[config.mk]
export PLATFORM = sky130hd
export DESIGN_NAME = iir_transposed_second_order
export DESIGN_NICKNAME = d
export VERILOG_FILES = /design/src/design/iirt_pkg.sv /design/src/design/iirt_ctrl.sv /design/src/design/iirt_dp.sv /design/src/design/iir_transposed_second_order.sv
export SDC_FILE = /design/constraint.sdc
export NUM_CORES = 2
export LEC_CHECK = 0
export ABC_AREA = 0
export CAP_MARGIN = 5
export CELL_PAD_IN_SITES_DETAIL_PLACEMENT = 0
export CELL_PAD_IN_SITES_GLOBAL_PLACEMENT = 1
export CORE_MARGIN = 4
export CORE_UTILIZATION = 51
export DETAILED_ROUTE_END_ITERATION = 12
export DONT_BUFFER_PORTS = 1
export GPL_TIMING_DRIVEN = 0
export PLACE_DENSITY_LB_ADDON = 0.1
export SYNTH_ARGS = -nofsm -noshare
export SYNTH_HDL_FRONTEND = slang
export SYNTH_SLANG_ARGS = --single-unit
[constraint.sdc]
create_clock -name aclk -period 9.23 [get_ports aclk]
set_clock_uncertainty 0.05 [all_clocks]
set_input_delay 0.923 -clock aclk [delete_from_list [all_inputs] [get_ports aclk]]
set_output_delay 0.923 -clock aclk [all_outputs]
set_load 0.02 [all_outputs]
[src/design/iirt_pkg.sv]
// ----------------------------------------------------------------------------
// iirt_pkg
// Shared types and constants for the transposed second-order IIR filter.
// ----------------------------------------------------------------------------
package iirt_pkg;

    localparam int SAMPLE_BITS     = 16;
    localparam int COEF_BITS       = 32;
    localparam int STATE_BITS      = 48;
    localparam int COEF_FRAC_BITS  = 28;
    localparam int CFG_INDEX_BITS  = 3;

    typedef struct packed {
        logic signed [SAMPLE_BITS-1:0] sample;
        logic                          first;
    } in_word_t;

    typedef struct packed {
        logic signed [SAMPLE_BITS-1:0] filtered;
        logic                          saturated;
    } out_word_t;

    // configuration register indexes
    typedef enum logic [CFG_INDEX_BITS-1:0] {
        REG_B0   = 3'd0,
        REG_B1   = 3'd1,
        REG_B2   = 3'd2,
        REG_A1   = 3'd3,
        REG_A2   = 3'd4,
        REG_GAIN = 3'd5
    } cfg_reg_t;

    typedef enum logic [2:0] {
        SEL_B0,
        SEL_B1,
        SEL_B2,
        SEL_A1,
        SEL_A2,
        SEL_GAIN
    } coef_sel_t;

    typedef enum logic [1:0] {
        ACC_HOLD,
        ACC_PROD_D2,
        ACC_SUB,
        ACC_PROD
    } acc_op_t;

    typedef enum logic [3:0] {
        ST_IDLE,
        ST_G_MUL,
        ST_PRESET,
        ST_B0_MUL,
        ST_Y_CALC,
        ST_A1_MUL,
        ST_B2_MUL,
        ST_A2_MUL,
        ST_D2_UPD,
        ST_OUT
    } state_t;

    typedef struct packed {
        logic      in_load;
        logic      mul_en;
        coef_sel_t coef_sel;
        logic      use_y;
        acc_op_t   acc_op;
        logic      preset;
        logic      d1_from_acc;
        logic      d2_from_diff;
        logic      y_calc;
        logic      out_load;
    } dp_cmd_t;

    typedef struct packed {
        logic out_full;
    } dp_status_t;

endpackage

[src/design/iirt_ctrl.sv]
// ----------------------------------------------------------------------------
// iirt_ctrl
// Sequencer: steps one sample through the shared multiplier and accumulator.
// ----------------------------------------------------------------------------
module iirt_ctrl import iirt_pkg::*; (
    input  logic       aclk,
    input  logic       aresetn,
    input  logic       s_valid,
    input  logic       in_first,
    output logic       s_ready,
    input  logic       m_ready,
    input  dp_status_t status,
    output dp_cmd_t    cmd
);

    state_t state_reg;
    state_t state_next;

    always_ff @(posedge aclk) begin
        if (!aresetn) begin
            state_reg <= ST_IDLE;
        end else begin
            state_reg <= state_next;
        end
    end

    always_comb begin
        state_next       = state_reg;
        s_ready          = 1'b0;
        cmd.in_load      = 1'b0;
        cmd.mul_en       = 1'b0;
        cmd.coef_sel     = SEL_B0;
        cmd.use_y        = 1'b0;
        cmd.acc_op       = ACC_HOLD;
        cmd.preset       = 1'b0;
        cmd.d1_from_acc  = 1'b0;
        cmd.d2_from_diff = 1'b0;
        cmd.y_calc       = 1'b0;
        cmd.out_load     = 1'b0;
        case (state_reg)
            ST_IDLE: begin
                s_ready = 1'b1;
                if (s_valid) begin
                    cmd.in_load = 1'b1;
                    state_next  = in_first ? ST_G_MUL : ST_B0_MUL;
                end
            end
            ST_G_MUL: begin
                cmd.mul_en   = 1'b1;
                cmd.coef_sel = SEL_GAIN;
                state_next   = ST_PRESET;
            end
            ST_PRESET: begin
                cmd.preset = 1'b1;
                state_next = ST_B0_MUL;
            end
            ST_B0_MUL: begin
                cmd.mul_en   = 1'b1;
                cmd.coef_sel = SEL_B0;
                state_next   = ST_Y_CALC;
            end
            ST_Y_CALC: begin
                // round and clip b0*x + d1 while b1*x is formed
                cmd.y_calc   = 1'b1;
                cmd.mul_en   = 1'b1;
                cmd.coef_sel = SEL_B1;
                state_next   = ST_A1_MUL;
            end
            ST_A1_MUL: begin
                cmd.acc_op   = ACC_PROD_D2;
                cmd.mul_en   = 1'b1;
                cmd.coef_sel = SEL_A1;
                cmd.use_y    = 1'b1;
                state_next   = ST_B2_MUL;
            end
            ST_B2_MUL: begin
                cmd.acc_op   = ACC_SUB;
                cmd.mul_en   = 1'b1;
                cmd.coef_sel = SEL_B2;
                state_next   = ST_A2_MUL;
            end
            ST_A2_MUL: begin
                cmd.d1_from_acc = 1'b1;
                cmd.acc_op      = ACC_PROD;
                cmd.mul_en      = 1'b1;
                cmd.coef_sel    = SEL_A2;
                cmd.use_y       = 1'b1;
                state_next      = ST_D2_UPD;
            end
            ST_D2_UPD: begin
                cmd.d2_from_diff = 1'b1;
                state_next       = ST_OUT;
            end
            ST_OUT: begin
                // hold until the output register is free
                if (!status.out_full || m_ready) begin
                    cmd.out_load = 1'b1;
                    state_next   = ST_IDLE;
                end
            end
            default: begin
                state_next = ST_IDLE;
            end
        endcase
    end

endmodule

[src/design/iirt_dp.sv]
// ----------------------------------------------------------------------------
// iirt_dp
// Datapath: coefficient registers, shared multiplier, accumulator, delay
// states, rounding and clipping, and the output register.
// ----------------------------------------------------------------------------
module iirt_dp import iirt_pkg::*; #(
    parameter int COEF_FRAC_BITS = iirt_pkg::COEF_FRAC_BITS
) (
    input  logic                      aclk,
    input  logic                      aresetn,
    input  logic                      cfg_valid,
    input  logic [CFG_INDEX_BITS-1:0] cfg_index,
    input  logic [COEF_BITS-1:0]      cfg_data,
    input  in_word_t                  s_data,
    output out_word_t                 m_data,
    output logic                      m_valid,
    input  logic                      m_ready,
    input  dp_cmd_t                   cmd,
    output dp_status_t                status
);

    localparam int PROD_W = COEF_BITS + SAMPLE_BITS;
    localparam int ACC_W  = ((PROD_W > STATE_BITS) ? PROD_W : STATE_BITS) + 2;
    localparam int RND_W  = ACC_W + 1;

    localparam logic signed [COEF_BITS-1:0] ONE =
        COEF_BITS'(1) << COEF_FRAC_BITS;
    localparam logic signed [RND_W-1:0] HALF =
        RND_W'(1) << (COEF_FRAC_BITS - 1);
    localparam logic signed [RND_W-1:0] Y_MAX =
        {{(RND_W-SAMPLE_BITS+1){1'b0}}, {(SAMPLE_BITS-1){1'b1}}};
    localparam logic signed [RND_W-1:0] Y_MIN = ~Y_MAX;
    localparam logic signed [ACC_W-1:0] S_MAX =
        {{(ACC_W-STATE_BITS+1){1'b0}}, {(STATE_BITS-1){1'b1}}};
    localparam logic signed [ACC_W-1:0] S_MIN = ~S_MAX;

    function automatic logic signed [STATE_BITS-1:0] clamp_state(
        input logic signed [ACC_W-1:0] v
    );
        logic signed [STATE_BITS-1:0] r;
        if (v > S_MAX) begin
            r = S_MAX[STATE_BITS-1:0];
        end else if (v < S_MIN) begin
            r = S_MIN[STATE_BITS-1:0];
        end else begin
            r = v[STATE_BITS-1:0];
        end
        return r;
    endfunction

    logic signed [COEF_BITS-1:0]   b0_reg, b1_reg, b2_reg, a1_reg, a2_reg, gain_reg;
    logic signed [SAMPLE_BITS-1:0] x_reg;
    logic signed [SAMPLE_BITS-1:0] y_reg;
    logic                          sat_reg;
    logic signed [PROD_W-1:0]      prod_reg;
    logic signed [PROD_W-1:0]      prod_next;
    logic signed [ACC_W-1:0]       acc_reg;
    logic signed [ACC_W-1:0]       acc_next;
    logic signed [STATE_BITS-1:0]  d1_reg, d2_reg;
    logic                          m_valid_reg;
    logic                          m_valid_next;
    out_word_t                     out_reg;

    logic signed [COEF_BITS-1:0]   coef_mux;
    logic signed [SAMPLE_BITS-1:0] opnd_mux;
    logic signed [ACC_W-1:0]       prod_ext;
    logic signed [ACC_W-1:0]       diff;
    logic signed [RND_W-1:0]       rnd_sum;
    logic signed [RND_W-1:0]       rnd;
    logic signed [SAMPLE_BITS-1:0] y_next;
    logic                          sat_next;

    // configuration writes
    always_ff @(posedge aclk) begin
        if (!aresetn) begin
            b0_reg   <= ONE;
            b1_reg   <= '0;
            b2_reg   <= '0;
            a1_reg   <= '0;
            a2_reg   <= '0;
            gain_reg <= ONE;
        end else if (cfg_valid) begin
            case (cfg_index)
                REG_B0:   b0_reg   <= cfg_data;
                REG_B1:   b1_reg   <= cfg_data;
                REG_B2:   b2_reg   <= cfg_data;
                REG_A1:   a1_reg   <= cfg_data;
                REG_A2:   a2_reg   <= cfg_data;
                REG_GAIN: gain_reg <= cfg_data;
                default: ;
            endcase
        end
    end

    always_comb begin
        case (cmd.coef_sel)
            SEL_B0:   coef_mux = b0_reg;
            SEL_B1:   coef_mux = b1_reg;
            SEL_B2:   coef_mux = b2_reg;
            SEL_A1:   coef_mux = a1_reg;
            SEL_A2:   coef_mux = a2_reg;
            SEL_GAIN: coef_mux = gain_reg;
            default:  coef_mux = b0_reg;
        endcase
    end

    assign opnd_mux  = cmd.use_y ? y_reg : x_reg;
    assign prod_next = coef_mux * opnd_mux;
    assign prod_ext  = ACC_W'(prod_reg);
    assign diff      = acc_reg - prod_ext;

    // round to nearest, ties upward, then clip to the sample range
    assign rnd_sum = RND_W'(prod_reg) + RND_W'(d1_reg) + HALF;
    assign rnd     = rnd_sum >>> COEF_FRAC_BITS;

    always_comb begin
        if (rnd > Y_MAX) begin
            y_next   = Y_MAX[SAMPLE_BITS-1:0];
            sat_next = 1'b1;
        end else if (rnd < Y_MIN) begin
            y_next   = Y_MIN[SAMPLE_BITS-1:0];
            sat_next = 1'b1;
        end else begin
            y_next   = rnd[SAMPLE_BITS-1:0];
            sat_next = 1'b0;
        end
    end

    always_comb begin
        case (cmd.acc_op)
            ACC_HOLD:    acc_next = acc_reg;
            ACC_PROD_D2: acc_next = prod_ext + ACC_W'(d2_reg);
            ACC_SUB:     acc_next = diff;
            ACC_PROD:    acc_next = prod_ext;
            default:     acc_next = acc_reg;
        endcase
    end

    always_ff @(posedge aclk) begin
        acc_reg <= acc_next;
        if (cmd.in_load) begin
            x_reg <= s_data.sample;
        end
        if (cmd.mul_en) begin
            prod_reg <= prod_next;
        end
        if (cmd.y_calc) begin
            y_reg   <= y_next;
            sat_reg <= sat_next;
        end
        if (cmd.out_load) begin
            out_reg.filtered  <= y_reg;
            out_reg.saturated <= sat_reg;
        end
    end

    always_ff @(posedge aclk) begin
        if (!aresetn) begin
            d1_reg <= '0;
            d2_reg <= '0;
        end else begin
            if (cmd.preset) begin
                d1_reg <= clamp_state(prod_ext);
                d2_reg <= clamp_state(prod_ext);
            end
            if (cmd.d1_from_acc) begin
                d1_reg <= clamp_state(acc_reg);
            end
            if (cmd.d2_from_diff) begin
                d2_reg <= clamp_state(diff);
            end
        end
    end

    assign m_valid_next = cmd.out_load ? 1'b1 : (m_ready ? 1'b0 : m_valid_reg);

    always_ff @(posedge aclk) begin
        if (!aresetn) begin
            m_valid_reg <= 1'b0;
        end else begin
            m_valid_reg <= m_valid_next;
        end
    end

    assign m_valid         = m_valid_reg;
    assign m_data          = out_reg;
    assign status.out_full = m_valid_reg;

endmodule

[src/design/iir_transposed_second_order.sv]
// ----------------------------------------------------------------------------
// iir_transposed_second_order
// Second-order IIR filter, transposed direct form II, fixed point.
// ----------------------------------------------------------------------------
// Usage:
//   s_valid/s_ready/s_data carry one input word: a signed sample and a first
//   flag. A word flagged first presets both delay states to start_gain*x.
//   m_valid/m_ready/m_data carry one result word per input word: the
//   filtered sample, clipped to the sample range, and a saturated flag.
//   cfg_valid/cfg_ready/cfg_index/cfg_data write coefficients b0, b1, b2, a1,
//   a2 and start_gain (indexes 0 to 5, others ignored); write only when idle.
// Timing:
//   one multiplier is shared by all products, at most one product a cycle, so a
//   word passes the steps b0, y, a1, b2, a2, d2 and out in order (gain and
//   preset first when the first flag is set), and the next word is taken
//   only once the sequencer has returned to idle after the out step.
// Reset:
//   aresetn restores the default coefficients (b0 and start_gain 1.0, the
//   rest 0), clears both delay states and empties the output register.
// Stalls:
//   a result waits in the output register; the next word is accepted and
//   worked on meanwhile, and is held at its last step until the register
//   frees up.
// ----------------------------------------------------------------------------
module iir_transposed_second_order import iirt_pkg::*; #(
    parameter int COEF_FRAC_BITS = iirt_pkg::COEF_FRAC_BITS
) (
    input  logic                      aclk,
    input  logic                      aresetn,
    input  logic                      s_valid,
    output logic                      s_ready,
    input  in_word_t                  s_data,
    output logic                      m_valid,
    input  logic                      m_ready,
    output out_word_t                 m_data,
    input  logic                      cfg_valid,
    output logic                      cfg_ready,
    input  logic [CFG_INDEX_BITS-1:0] cfg_index,
    input  logic [COEF_BITS-1:0]      cfg_data
);

    dp_cmd_t    cmd;
    dp_status_t status;

    assign cfg_ready = 1'b1;

    iirt_ctrl u_ctrl (
        .aclk     (aclk),
        .aresetn  (aresetn),
        .s_valid  (s_valid),
        .in_first (s_data.first),
        .s_ready  (s_ready),
        .m_ready  (m_ready),
        .status   (status),
        .cmd      (cmd)
    );

    iirt_dp #(
        .COEF_FRAC_BITS (COEF_FRAC_BITS)
    ) u_dp (
        .aclk      (aclk),
        .aresetn   (aresetn),
        .cfg_valid (cfg_valid),
        .cfg_index (cfg_index),
        .cfg_data  (cfg_data),
        .s_data    (s_data),
        .m_data    (m_data),
        .m_valid   (m_valid),
        .m_ready   (m_ready),
        .cmd       (cmd),
        .status    (status)
    );

endmodule
==> metrics list <==
- Maximum buffer depth of the clock tree: 3
* Via count of the routed design: 37,400
- Path type of the worst setup path: flop to flop
* Count of unresolved DRC violations after routing: 0
- For this run, the total global-route usage over all layers was measured as 0.333.
- Most repeated library cell on the critical path: sky130_fd_sc_hd__fa_1
- Data arrival time of the critical path: approximately 9200 ps
- The share of synthesized area in the top cell type comes to 0.223.
- Maximum Capacitance Violations: 0
- In the synthesized netlist, the number of instances is approximately 5,000.
* Syn Std Cell Area: ~0.044 sq mm
* Clock insertion delay at the later pin of the skew report: 650 ps
* Number of filler cells placed in the layout: roughly 8,000
* Final min period: ~9000 ps
- Tightest hold margin: 319 ps
* Endpoints failing hold: 0
* Top achievable clock speed: about 0.11 GHz
- For this design the static power due to leakage is around 21 nW.
- Before antenna repair, the detailed router went through 6 iterations.
- A synthesized cell averages ~8.6 sq um.
- Clock tree synthesis found a total of approximately 440 sinks.
- In this design, the stage delay of the slowest critical-path cell is around 620 ps.
* Quantity of I/O buffers inserted on ports: 0
- Number of register bits inferred by synthesis: 441
- First-pass GRT wire length: 229,000 um
* Worst slew margin relative to its limit: 0.0249
- Post-place instance area: roughly 0.046 sq mm
- Number of flops mapped to enable cells by yosys: about 150
* RSZ-0062 raised after global routing: no
* CTS buffer count: between 50 and 60
- Registers take between 0.01 and 0.015 sq mm.
- Routed wire per std cell: roughly 24 um
- Cell at the root of the clock tree: sky130_fd_sc_hd__clkbuf_16
* Total nets after synthesis: slightly below 6,000
* Number of global-route vias before repair: around 37,000
* Sequential area share after synthesis: 0.235
- Finished layout cell area: about 0.048 sq mm
- Worst Tran Pin Value: around 1500 ps
* Area inside the core boundary: roughly 0.085 sq mm
* Number of top-level pins: between 70 and 80
* Crit path max fanout: 10
- Yosys warning total: 0
- Final Wtd Congestion: ~0.96
* Clk pin slew, worst setup/hold paths: approximately 70 ps
- Number of levels the H-tree was split into: 2
- The worst setup path is launched from a flop.
- Kind of capture point of the worst setup path: flop
- Post-Route WL: approximately 150,000 um
- Dividing the final minimum period by the clock period gives 0.959.
- After synthesis, the cell types taking the most area are sky130_fd_sc_hd__fa_1, sky130_fd_sc_hd__dfxtp_1, sky130_fd_sc_hd__edfxtp_1.
- DPL Wire Length: approximately 120,000 um
- Ratio of cells with drive above 1 in the final layout: 0.0559
- Row generation in the floorplan step produced between 100 and 150 rows.
* Die X: between 300 and 400 um
* Synth async-reset ratio: 0
* Largest net degree at the start of global routing: 37
- The min-delay analysis places its worst path in the category input pin to flop.
- Using the TritonRoute via totals, the vias-per-cell ratio works out to roughly 5.9.
* Area of the die: 0.0906 sq mm
* Grt ovf: 0
- Data required, critical path: 9550 ps
- From synthesis to final layout, the design area changed by 9.58%.
- TritonCTS built the clock tree.
- Ranking of synthesized cells by instance count: sky130_fd_sc_hd__nand2_1, sky130_fd_sc_hd__inv_1, sky130_fd_sc_hd__fa_1
- Initial antenna violation count: 1
* Flip-flop cell with the highest count after synthesis: sky130_fd_sc_hd__dfxtp_1
- The number of different library cells used by synthesis comes to between 80 and 90.
- Initial cell density of the core: 0.514
- The register with the most flip-flops in the layout has 50 of them.
- The final layout contains 6,035 nets.
- sky130_fd_sc_hd__fa_1 takes more of the synthesized area than any other cell.
- Area of the multi-input gates: between 0.03 and 0.04 sq mm
* Peak supply drop: around 0.00016 V
* Setup Viol. Count Final: 0
- The run finished with clean final reports.
- First DRT Iteration DRCs: about 3,200
- Cell with the most instances after synthesis: sky130_fd_sc_hd__nand2_1
* Pwr per Cell Area: between 150 and 200 mW/mm^2
* Vert. Die Dim: between 300 and 400 um
- Antenna-violating nets left: 0
- The count of pins over their slew limit was 0.
- For this design, the slowest cell found on the critical path is sky130_fd_sc_hd__fa_1.
## metrics by stage
stage	utilization	worst slack [ps]	std cells	power, W	setup TNS [ps]
finish	0.563	374	6373	0.00903	0
global route	0.563	5.21	6372	0.00963	0
CTS	0.561	-3.40	6365	0.00895	-3.40
detailed placement	0.536	-1660	6271	0.00681	-22900
global placement	0.531	-1820	6237	0.00676	-29010
floorplan	-	856	5093	0.00553	0
## critical path, delay by kind of cell, from the launching register on
kind	cells	cell delay, ps
flops	1	380
compound gates	6	1960
xor+xnor	1	180
buf+inv	6	1040
fa+ha+maj	7	3490
simple gates	7	1500
## final timing paths
check                                   startpoint                     endpoint  slack (ps)  cells after the start
setup reg to reg  u_ctrl.state_reg[2]$_SDFFE_PN0P_  u_dp.prod_reg[40]$_DFFE_PN_         370                     27
hold / removal                          s_data[11]     u_dp.x_reg[10]$_DFFE_PP_         320                      0
hold reg to reg         u_dp.sat_reg$_SDFFCE_PN1P_     u_dp.m_data[0]$_DFFE_PP_         390                      0
setup / recovery  u_ctrl.state_reg[2]$_SDFFE_PN0P_  u_dp.prod_reg[40]$_DFFE_PN_         370                     27
## final cells by class
class / count / area share
Tap cell: 1144 / 0.0298
Timing Repair Buffer: 42 / 0.00814
Multi-Input combinational cell: 3740 / 0.637
Buffer: 254 / 0.0225
Clock buffer: 75 / 0.0308
Inverter: 655 / 0.0512
Sequential cell: 441 / 0.215
Antenna cell: 1 / 0.0000522
Clock inverter: 21 / 0.00579
## kinds of logic after synthesis
| family | count (synthesis) | share of synthesized area |
|---|---|---|
| simple gates | 1476 | 0.141 |
| fa+ha+maj | 793 | 0.310 |
| buf+inv | 912 | 0.0792 |
| other cells | 1 | 0.0000856 |
| flops | 441 | 0.235 |
| xor+xnor | 157 | 0.0314 |
| mux | 31 | 0.00754 |
| compound gates | 1282 | 0.195 |
## power by group
part	internal (W)	leakage, nW	total (W)	switching, W
registers	0.00229	3.74	0.00252	0.000232
logic	0.00164	16.5	0.00440	0.00276
clock network	0.00121	0.841	0.00212	0.000908
## metal layers
layer / GRT usage / vias to the layer above / wire length, um
met2: 0.550 / 1458 / 70100
met1: 0.436 / 18300 / 61600
met4: 0.155 / 0 / 8460
met5: 0 / - / 0
li1: - / 17300 / -
met3: 0.0452 / 332 / 10400
## layout by cell type (no fill, tap or decap), drive strengths merged, types with 11 or more instances in the layout
master   netlist  layout
nand2        802     802
inv          654     655
fa           488     488
nor2         402     402
o21ai        359     359
ha           305     305
clkbuf       233     299
dfxtp        293     293
a21oi        215     215
a21boi       199     199
edfxtp       148     148
xnor2        103     103
a21o          95      95
a22oi         94      94
buf           24      72
xor2          54      54
a221o         51      51
nand3         41      41
a221oi        39      39
nand4         37      37
nor2b         37      37
nand2b        32      32
and3          30      30
nor3          30      30
o21a          29      29
o21bai        26      26
a2bb2oi       25      25
a31oi         24      24
and2          16      16
mux2          16      16
o221ai        15      15
mux2i         15      15
a211oi        14      14
o211ai        13      13
clkinv         1      13
a2111oi       11      11
## timing repair
item                                    CTS  global route
buffers inserted                          0             7
gates resized for setup                  92            60
endpoints found under the setup margin   26            10
hold buffers                              0             0
(Power assumes the default switching activity.)
